--- src/hdl/spi_frame_checker_link_monitor_defines.svh ---
// Assertion macros shared by the frame checker and link monitor modules.
`ifndef SPI_FRAME_CHECKER_LINK_MONITOR_DEFINES_SVH
`define SPI_FRAME_CHECKER_LINK_MONITOR_DEFINES_SVH

// Same-cycle implication, checked on clk_i outside reset.
`define SFC_ASSERT_IMP(name, pre, post) \
  name: assert property (@(posedge clk_i) disable iff (!rst_ni) (pre) |-> (post)) \
    else $error("sfc assertion failed");

// Next-cycle implication, checked on clk_i outside reset.
`define SFC_ASSERT_NXT(name, pre, post) \
  name: assert property (@(posedge clk_i) disable iff (!rst_ni) (pre) |=> (post)) \
    else $error("sfc assertion failed");

`endif

--- src/hdl/sfc_pkg.sv ---
// Shared types, codes and the CRC-16 byte update for the frame checker.
package sfc_pkg;

  // CRC-16/CCITT-FALSE
  localparam logic [15:0] CRC_INIT = 16'hFFFF;
  localparam logic [15:0] CRC_POLY = 16'h1021;

  // header bytes kept: 0..6
  localparam int unsigned HDR_COUNT = 7;

  // verdict codes
  localparam logic [1:0] VERDICT_GOOD   = 2'd0;
  localparam logic [1:0] VERDICT_MAGIC  = 2'd1;
  localparam logic [1:0] VERDICT_LENGTH = 2'd2;
  localparam logic [1:0] VERDICT_CRC    = 2'd3;

  // link states
  localparam logic [1:0] LINK_DOWN     = 2'd0;
  localparam logic [1:0] LINK_DEGRADED = 2'd1;
  localparam logic [1:0] LINK_OK       = 2'd2;

  // register indexes
  localparam logic [1:0] REG_MAGIC_WORD     = 2'd0;
  localparam logic [1:0] REG_PAYLOAD_LIMIT  = 2'd1;
  localparam logic [1:0] REG_DOWN_THRESHOLD = 2'd2;

  // outcome of one frame, valid in the cycle its final byte is processed
  typedef struct packed {
    logic       done;
    logic [1:0] verdict;
    logic [7:0] message_id;
    logic [7:0] message_flags;
    logic [7:0] payload_length;
  } chk_t;

  // link health after a frame
  typedef struct packed {
    logic [1:0] link_state;
    logic       not_responding;
    logic [7:0] bad_run;
  } health_t;

  // one byte of CRC, MSB first
  function automatic logic [15:0] crc16_byte(input logic [15:0] crc, input logic [7:0] b);
    logic [15:0] c;
    c = crc ^ {b, 8'h00};
    for (int k = 0; k < 8; k++) begin
      if (c[15]) begin
        c = {c[14:0], 1'b0} ^ CRC_POLY;
      end else begin
        c = {c[14:0], 1'b0};
      end
    end
    return c;
  endfunction

endpackage

--- src/hdl/sfc_frame_check.sv ---
// Byte position, running CRC, header capture and per-frame verdict.
module sfc_frame_check #(
  parameter int FRAME_BYTES = 32,
  parameter int CRC_OFFSET  = 30
) (
  input  logic              clk_i,
  input  logic              rst_ni,
  input  logic              step_i,
  input  logic [7:0]        byte_i,
  input  logic [15:0]       magic_word_i,
  input  logic [7:0]        payload_limit_i,
  output logic              last_o,
  output sfc_pkg::chk_t     chk_o
);
  import sfc_pkg::*;

  localparam int PosW = $clog2(FRAME_BYTES);
  localparam logic [PosW-1:0] LastPos = PosW'(FRAME_BYTES - 1);
  // CRC bytes may lie partly or wholly past the frame end
  localparam bit CrcLoIn = (CRC_OFFSET < FRAME_BYTES);
  localparam bit CrcHiIn = (CRC_OFFSET + 1 < FRAME_BYTES);
  localparam logic [PosW-1:0] CrcLoPos = CrcLoIn ? PosW'(CRC_OFFSET) : '0;
  localparam logic [PosW-1:0] CrcHiPos = CrcHiIn ? PosW'(CRC_OFFSET + 1) : '0;

  logic [PosW-1:0] pos_q, pos_d;
  logic [15:0]     crc_q, crc_d, crc_next;
  logic [7:0]      rcv_lo_q, rcv_lo_d, rcv_hi_q, rcv_hi_d;
  logic [7:0]      hdr_q [HDR_COUNT];
  logic            in_crc_span;
  logic [1:0]      verdict;

  assign last_o = (pos_q == LastPos);

  // bytes below the CRC offset feed the CRC
  assign in_crc_span = CrcLoIn ? (pos_q < CrcLoPos) : 1'b1;
  assign crc_next    = in_crc_span ? crc16_byte(crc_q, byte_i) : crc_q;

  // received CRC bytes, cleared at frame start
  always_comb begin
    rcv_lo_d = rcv_lo_q;
    rcv_hi_d = rcv_hi_q;
    if (pos_q == '0) begin
      rcv_lo_d = '0;
      rcv_hi_d = '0;
    end
    if (CrcLoIn && pos_q == CrcLoPos) begin
      rcv_lo_d = byte_i;
    end
    if (CrcHiIn && pos_q == CrcHiPos) begin
      rcv_hi_d = byte_i;
    end
  end

  // advance position and CRC
  assign pos_d = last_o ? '0 : pos_q + 1'b1;
  assign crc_d = last_o ? CRC_INIT : crc_next;

  always_ff @(posedge clk_i or negedge rst_ni) begin
    if (!rst_ni) begin
      pos_q <= '0;
      crc_q <= CRC_INIT;
    end else if (step_i) begin
      pos_q <= pos_d;
      crc_q <= crc_d;
    end
  end

  // capture header and CRC bytes
  always_ff @(posedge clk_i) begin
    if (step_i) begin
      rcv_lo_q <= rcv_lo_d;
      rcv_hi_q <= rcv_hi_d;
      if (pos_q < PosW'(HDR_COUNT)) begin
        hdr_q[pos_q[2:0]] <= byte_i;
      end
    end
  end

  // checks in priority order: magic, length, CRC
  always_comb begin
    if ({hdr_q[1], hdr_q[0]} != magic_word_i) begin
      verdict = VERDICT_MAGIC;
    end else if (hdr_q[6] > payload_limit_i) begin
      verdict = VERDICT_LENGTH;
    end else if ({rcv_hi_d, rcv_lo_d} != crc_next) begin
      verdict = VERDICT_CRC;
    end else begin
      verdict = VERDICT_GOOD;
    end
  end

  assign chk_o.done           = step_i && last_o;
  assign chk_o.verdict        = verdict;
  assign chk_o.message_id     = (verdict == VERDICT_GOOD) ? hdr_q[4] : 8'h00;
  assign chk_o.message_flags  = (verdict == VERDICT_GOOD) ? hdr_q[5] : 8'h00;
  assign chk_o.payload_length = hdr_q[6];

endmodule

--- src/hdl/sfc_link_health.sv ---
// Bad-frame streak, link state and not-responding flag.
module sfc_link_health (
  input  logic             clk_i,
  input  logic             rst_ni,
  input  sfc_pkg::chk_t    chk_i,
  input  logic [7:0]       down_threshold_i,
  output sfc_pkg::health_t health_o
);
  import sfc_pkg::*;

  `include "spi_frame_checker_link_monitor_defines.svh"

  logic [7:0] streak_q, streak_d;
  logic [1:0] link_q, link_d;
  logic       silent_q, silent_d;

  // next health from this frame's verdict
  always_comb begin
    streak_d = streak_q;
    link_d   = link_q;
    silent_d = silent_q;
    if (chk_i.verdict == VERDICT_GOOD) begin
      streak_d = '0;
      silent_d = 1'b0;
      link_d   = LINK_OK;
    end else begin
      if (streak_q != 8'hFF) begin
        streak_d = streak_q + 8'd1;
      end
      if (streak_d >= down_threshold_i) begin
        link_d   = LINK_DOWN;
        silent_d = 1'b1;
      end else if (link_q == LINK_OK) begin
        link_d = LINK_DEGRADED;
      end
    end
  end

  always_ff @(posedge clk_i or negedge rst_ni) begin
    if (!rst_ni) begin
      streak_q <= '0;
      link_q   <= LINK_DOWN;
      silent_q <= 1'b0;
    end else if (chk_i.done) begin
      streak_q <= streak_d;
      link_q   <= link_d;
      silent_q <= silent_d;
    end
  end

  assign health_o.link_state     = link_d;
  assign health_o.not_responding = silent_d;
  assign health_o.bad_run        = streak_d;

  // an OK link has no outstanding bad frames
  `SFC_ASSERT_IMP(a_ok_no_streak, link_q == LINK_OK, streak_q == 8'd0)
  // the not-responding flag only stands with the link down
  `SFC_ASSERT_IMP(a_silent_down, silent_q, link_q == LINK_DOWN)
  // the link state always holds one of its three codes
  `SFC_ASSERT_IMP(a_link_code, 1'b1,
                  link_q == LINK_DOWN || link_q == LINK_DEGRADED || link_q == LINK_OK)

endmodule

--- src/hdl/spi_frame_checker_link_monitor.sv ---
// Top level: input beat register, frame check, link health and result register.
//
// Takes one received byte per beat and accepts a new byte every cycle. Each
// byte is held in an input register, then the byte position, the CRC-16
// update (one byte per cycle through an unrolled eight-bit step) and, on the
// final byte of a frame, the magic/length/CRC checks and link health update
// run together into the result register. A result beat thus appears in the
// result register after the final byte of a frame leaves the input register;
// other bytes give no result. Only a final byte waiting on a full, stalled result
// register holds up the input. Configuration writes are taken every cycle.
module spi_frame_checker_link_monitor #(
  parameter int FRAME_BYTES = 32,
  parameter int CRC_OFFSET  = 30
) (
  input  logic        clk_i,
  input  logic        rst_ni,
  // byte input
  input  logic        in_valid_i,
  output logic        in_stall_o,
  input  logic [7:0]  rx_byte_i,
  // result output
  output logic        out_valid_o,
  input  logic        out_stall_i,
  output logic [1:0]  verdict_o,
  output logic [1:0]  link_state_o,
  output logic        not_responding_o,
  output logic [7:0]  message_id_o,
  output logic [7:0]  message_flags_o,
  output logic [7:0]  payload_length_o,
  output logic [7:0]  bad_run_o,
  // configuration writes
  input  logic        cfg_valid_i,
  output logic        cfg_ready_o,
  input  logic [1:0]  cfg_index_i,
  input  logic [15:0] cfg_data_i
);
  import sfc_pkg::*;

  `include "spi_frame_checker_link_monitor_defines.svh"

  logic        s1_valid_q, s1_valid_d;
  logic [7:0]  s1_byte_q;
  logic        s1_go, s1_last, in_accept;
  logic [15:0] magic_q;
  logic [7:0]  limit_q, thresh_q;
  logic        out_valid_q, out_valid_d;
  chk_t        chk;
  health_t     health;

  // configuration registers
  assign cfg_ready_o = 1'b1;

  always_ff @(posedge clk_i or negedge rst_ni) begin
    if (!rst_ni) begin
      magic_q  <= 16'hA55A;
      limit_q  <= 8'd22;
      thresh_q <= 8'd10;
    end else if (cfg_valid_i && cfg_ready_o) begin
      unique case (cfg_index_i)
        REG_MAGIC_WORD:     magic_q  <= cfg_data_i;
        REG_PAYLOAD_LIMIT:  limit_q  <= cfg_data_i[7:0];
        REG_DOWN_THRESHOLD: thresh_q <= cfg_data_i[7:0];
        default: ;
      endcase
    end
  end

  // process the held byte unless it ends a frame and the result slot is blocked
  assign s1_go      = s1_valid_q && !(s1_last && out_valid_q && out_stall_i);
  assign in_stall_o = s1_valid_q && !s1_go;
  assign in_accept  = in_valid_i && !in_stall_o;

  always_comb begin
    s1_valid_d = s1_valid_q;
    if (in_accept) begin
      s1_valid_d = 1'b1;
    end else if (s1_go) begin
      s1_valid_d = 1'b0;
    end
  end

  always_ff @(posedge clk_i or negedge rst_ni) begin
    if (!rst_ni) begin
      s1_valid_q <= 1'b0;
    end else begin
      s1_valid_q <= s1_valid_d;
    end
  end

  always_ff @(posedge clk_i) begin
    if (in_accept) begin
      s1_byte_q <= rx_byte_i;
    end
  end

  sfc_frame_check #(
    .FRAME_BYTES (FRAME_BYTES),
    .CRC_OFFSET  (CRC_OFFSET)
  ) u_frame_check (
    .clk_i           (clk_i),
    .rst_ni          (rst_ni),
    .step_i          (s1_go),
    .byte_i          (s1_byte_q),
    .magic_word_i    (magic_q),
    .payload_limit_i (limit_q),
    .last_o          (s1_last),
    .chk_o           (chk)
  );

  sfc_link_health u_link_health (
    .clk_i            (clk_i),
    .rst_ni           (rst_ni),
    .chk_i            (chk),
    .down_threshold_i (thresh_q),
    .health_o         (health)
  );

  // result register: load on frame end, drop once taken
  always_comb begin
    out_valid_d = out_valid_q;
    if (chk.done) begin
      out_valid_d = 1'b1;
    end else if (!out_stall_i) begin
      out_valid_d = 1'b0;
    end
  end

  always_ff @(posedge clk_i or negedge rst_ni) begin
    if (!rst_ni) begin
      out_valid_q <= 1'b0;
    end else begin
      out_valid_q <= out_valid_d;
    end
  end

  always_ff @(posedge clk_i) begin
    if (chk.done) begin
      verdict_o        <= chk.verdict;
      message_id_o     <= chk.message_id;
      message_flags_o  <= chk.message_flags;
      payload_length_o <= chk.payload_length;
      link_state_o     <= health.link_state;
      not_responding_o <= health.not_responding;
      bad_run_o        <= health.bad_run;
    end
  end

  assign out_valid_o = out_valid_q;

  // a processed final byte always lands a result beat
  `SFC_ASSERT_NXT(a_done_gives_result, s1_go && s1_last, out_valid_q)
  // a bad frame never reports message id or flags
  `SFC_ASSERT_IMP(a_bad_no_id, out_valid_q && verdict_o != VERDICT_GOOD,
                  message_id_o == 8'h00 && message_flags_o == 8'h00)
  // a good frame always leaves the link OK with no streak
  `SFC_ASSERT_IMP(a_good_link_ok, out_valid_q && verdict_o == VERDICT_GOOD,
                  link_state_o == LINK_OK && bad_run_o == 8'd0 && !not_responding_o)

endmodule

--- config.mk ---
export PLATFORM = sky130hd
export DESIGN_NAME = spi_frame_checker_link_monitor
export DESIGN_NICKNAME = d
export VERILOG_FILES = /design/src/hdl/sfc_pkg.sv /design/src/hdl/sfc_frame_check.sv /design/src/hdl/sfc_link_health.sv /design/src/hdl/spi_frame_checker_link_monitor.sv
export VERILOG_INCLUDE_DIRS = /design/src /design/src/hdl
export SDC_FILE = /design/constraint.sdc
export NUM_CORES = 1
export LEC_CHECK = 0
export BUFFER_PORTS_ARGS = -buffer_cell sky130_fd_sc_hd__buf_4
export CORE_MARGIN = 2
export CORE_UTILIZATION = 41
export CTS_CLUSTER_DIAMETER = 50
export DETAILED_ROUTE_END_ITERATION = 7
export PLACE_DENSITY = 0.6
export RECOVER_POWER = 25
export SLEW_MARGIN = 20
export SYNTH_ARGS = -nofsm -noshare
export SYNTH_HDL_FRONTEND = slang
export SYNTH_SLANG_ARGS = --single-unit
--- constraint.sdc ---
create_clock -name clk_i -period 3.9 [get_ports clk_i]
set_input_delay 0.195 -clock clk_i [delete_from_list [all_inputs] [get_ports clk_i]]
set_output_delay 0.195 -clock clk_i [all_outputs]
set_load 0.02 [all_outputs]
==> flow_summary.yaml <==
timing:
  worst_slew_pin_slew_ps: 1730
  max_freq_ghz: 0.273
  rsz0062_at_grt: "no"
  finClkSkew_ps: 8.93
  layout_min_cycle_time_ps: 3660
  maxSlewViolCount: 67
  fin_crit_sh: 0.939
  relSlewSlack: -0.156
  setup_viol: 0
  tns_ps: 0
  hold_viol_final: 0
clock_network:
  clkLatencyLatePin_ps: 430
  clkSinkCount: 167
  cts_buffers: 17
  root_buffer: "clkbuf_16"
  cts_tree: "done"
  cts_max_level: 4
  clock_path_buffers: 2
  cts.reportedPaths.clkPinSlew_ps: 70
worst_setup_path:
  slowest_delay_ps: 480
  path_cells: "inv_1, ha_1, and4_1, nor2_2, a22o_1, mux2i_1, o2111ai_1, a2111oi_4, and4_1, buf_4, nor2b_1, mux2_2"
  crit_fanout: 25
  path_delay_family: "simple AND/OR/NAND/NOR gates"
  crit_type: "reg -> reg"
  endpoint_kind: "register"
  cpMaxStageDelayCell: "dfrtp_1"
  path_buf_inv: 2
  start_kind: "register"
  required_ps: 4210
  cp_common_cell: "and4_1"
  worstPathArrival_ps: 3970
die:
  rows: 49
  die_w_um: 140
  ios: 71
  fp.dieH_um: 140
  die_area_um2: 19500
  core_area_um2: 18000
  start_util: 0.419
synth:
  synth_top_area_cell: "edfxtp_1"
  synth_edf_count: 101
  syn_area_um2: 7560
  syn_nets: 626
  ys_types: 53
  async_reset_ff_frac: 0.395
  synth_cells: 574
  synth.avg_cell_area_um2: 13.2
  synth_warnings: 0
  yosysSeqAreaShare: 0.625
  synthTopCellsByCount: "101 x edfxtp_1, 37 x dfrtp_1, 37 x nand2_1, 36 x nor2_1, 35 x mux2_2"
  synth-seq-cells: 167
  yosysMostFrequentCell: "edfxtp_1"
  netlist_top_cells_area: "edfxtp_1 40%, dfrtp_1 12%, dfstp_2 10%"
  ys.flop_type: "edfxtp_1"
  synth_top_area_frac: 0.401
drt:
  post_drt_via_cell_ratio: 5.18
  drtIter0Drc: 451
  drcViolationCount: 0
  drtPass1Iterations: 5
  routed-via-count: 4803
  routedWlPerCell_um: 17.8
  antenna_left: 0
  routed_wirelength_um: 16500
finish:
  layout-drive-gt1-share: 0.265
  antenna_cells: 0
  syn_to_final_growth_pct: 21.6
  nets: 737
  post-route-util: 0.510
  n_fill_cell: 1568
power:
  switching_share: 0.320
  ir_worst_vdd_v: 0.000368
  p_seq_frac: 0.428
  p_per_area_nw_per_um2: 637
  clockPowerShare: 0.282
  power.share.combinational: 0.291
  p_switching_mw: 1.87
  p_int_mw: 3.98
  leakage_nw: 3.74
global_route:
  grt_pass1_wl_um: 26300
  gr-total-overflow: 0
  grt_pass1_vias: 4802
  grt_max_degree: 67
  grt_usage: 0.176
  antenna_found_initial: 0
placement:
  dpl.hpwl_um: 11800
  io_buffer_count: 69
  place_congestion: 0.847
status:
  failed_checks: "max-capacitance violations, max-slew violations"
  outcome: "finished with violations"
worst_hold_path:
  hold_path.class: "in -> reg"
run:
  max-cap-violations: 1
-- placed cells by master, fill, tap and decap left out, types with 6 or more instances in the layout --
cell type and n:
a21oi_1 25, mux2i_1 6, buf_4 74, ha_1 20, clkbuf_4 8, a22o_1 11, nor2_1 36, clkinv_4 6
xnor2_1 30, clkbuf_16 17, inv_1 27, dfrtp_1 37, mux2_2 35, dfstp_2 29, a21o_1 8, nand4_1 8
clkbuf_1 10, nand2_1 37, and2_1 20, edfxtp_1 101, nand3_1 9, dlygate4sd3_1 19, xor2_1 31, o21ai_0 20
nor4_1 6
-- path summary, 6_finish.rpt --
check                                          start                   endpoint  slack, ps  depth (start not counted)
min                                    cfg_data_i[1]                 limit_q[1]         30                          2
max in group asynchronous                     rst_ni    u_link_health.link_q[0]       2110                          2
max                           u_frame_check.pos_q[0]  u_link_health.streak_q[7]        240                         12
min reg2reg                u_frame_check.hdr_q[6][0]        payload_length_o[0]        460                          0
max reg2reg                   u_frame_check.pos_q[0]  u_link_health.streak_q[7]        240                         12
min in group asynchronous                     rst_ni                thresh_q[2]        750                          2
-- layer usage --
metal / track usage / routed length [µm]
met1: 0.241 / 7570
met2: 0.281 / 7880
met5: 0 / 0
met4: 0.0511 / 230
met3: 0.0406 / 780
-- what timing repair did --
action                                 CTS  global route
hold buffers                            19             0
endpoints found under the hold margin   55             0
setup endpoints to repair                0            32
setup buffers                            0             0
resized for setup                        0             2
-- cell families after synthesis --
family	Yosys count	share of synthesized area
compound gates	87	0.0760
xor+xnor	63	0.0758
fa+ha+maj	21	0.0348
buf+inv	45	0.0260
flops	167	0.625
mux	41	0.0601
other cells	1	0.000496
simple gates	149	0.102
-- sequential cells by signal (all words and copies together) (netlist names), 2 cells and up --
| register | count |
|---|---|
| bad_run_o | 8 |
| limit_q | 8 |
| link_state_o | 2 |
| magic_q | 16 |
| message_flags_o | 8 |
| message_id_o | 8 |
| payload_length_o | 8 |
| s1_byte_q | 8 |
| thresh_q | 8 |
| u_frame_check.crc_q | 16 |
| u_frame_check.hdr_q | 40 |
| u_frame_check.pos_q | 5 |
| u_frame_check.rcv_hi_q | 8 |
| u_frame_check.rcv_lo_q | 8 |
| u_link_health.link_q | 2 |
| u_link_health.streak_q | 8 |
| verdict_o | 2 |
-- worst reg2reg max path, cell delays in order, from the launching register on --
cell and delay (ps):
dfrtp_1 480, inv_1 170, ha_1 230, and4_1 350, nor2_2 300, a22o_1 250, mux2i_1 250, o2111ai_1 210
a2111oi_4 420, and4_1 240, buf_4 270, nor2b_1 120, mux2_2 280
-- layout make-up --
class / count / area (µm²) / area share
well taps: 229 / 287 / 0.0312
clock buffers: 20 / 437 / 0.0475
clock inverters: 12 / 145 / 0.0158
inverters: 28 / 105 / 0.0114
flip-flops and latches: 167 / 4720 / 0.514
repair buffers: 109 / 837 / 0.0911
multi-input cells: 362 / 2650 / 0.289
-- through the flow --
step	area [µm²]	hold slack [ps]	total power, mW	worst slack (ps)	instances
global route	9190	9.81	6.16	27.1	927
detailed placement	8430	371	4.19	153	876
global placement	8430	355	4.14	357	876
CTS	9200	5.47	5.87	135	927
finish	9190	26.7	5.85	236	927
floorplan	7560	-101	3.72	432	574
-- power by group through the flow --
stage,combinational [mW],sequential (mW),clock [mW]
2_1_floorplan,1.28,2.44,0
3_3_place_gp,1.63,2.52,0
3_5_place_dp,1.66,2.53,0
4_1_cts,1.68,2.50,1.70
5_1_grt,1.86,2.53,1.77
6_report,1.70,2.50,1.65
Note: power is estimated with default switching activity, not from simulation.
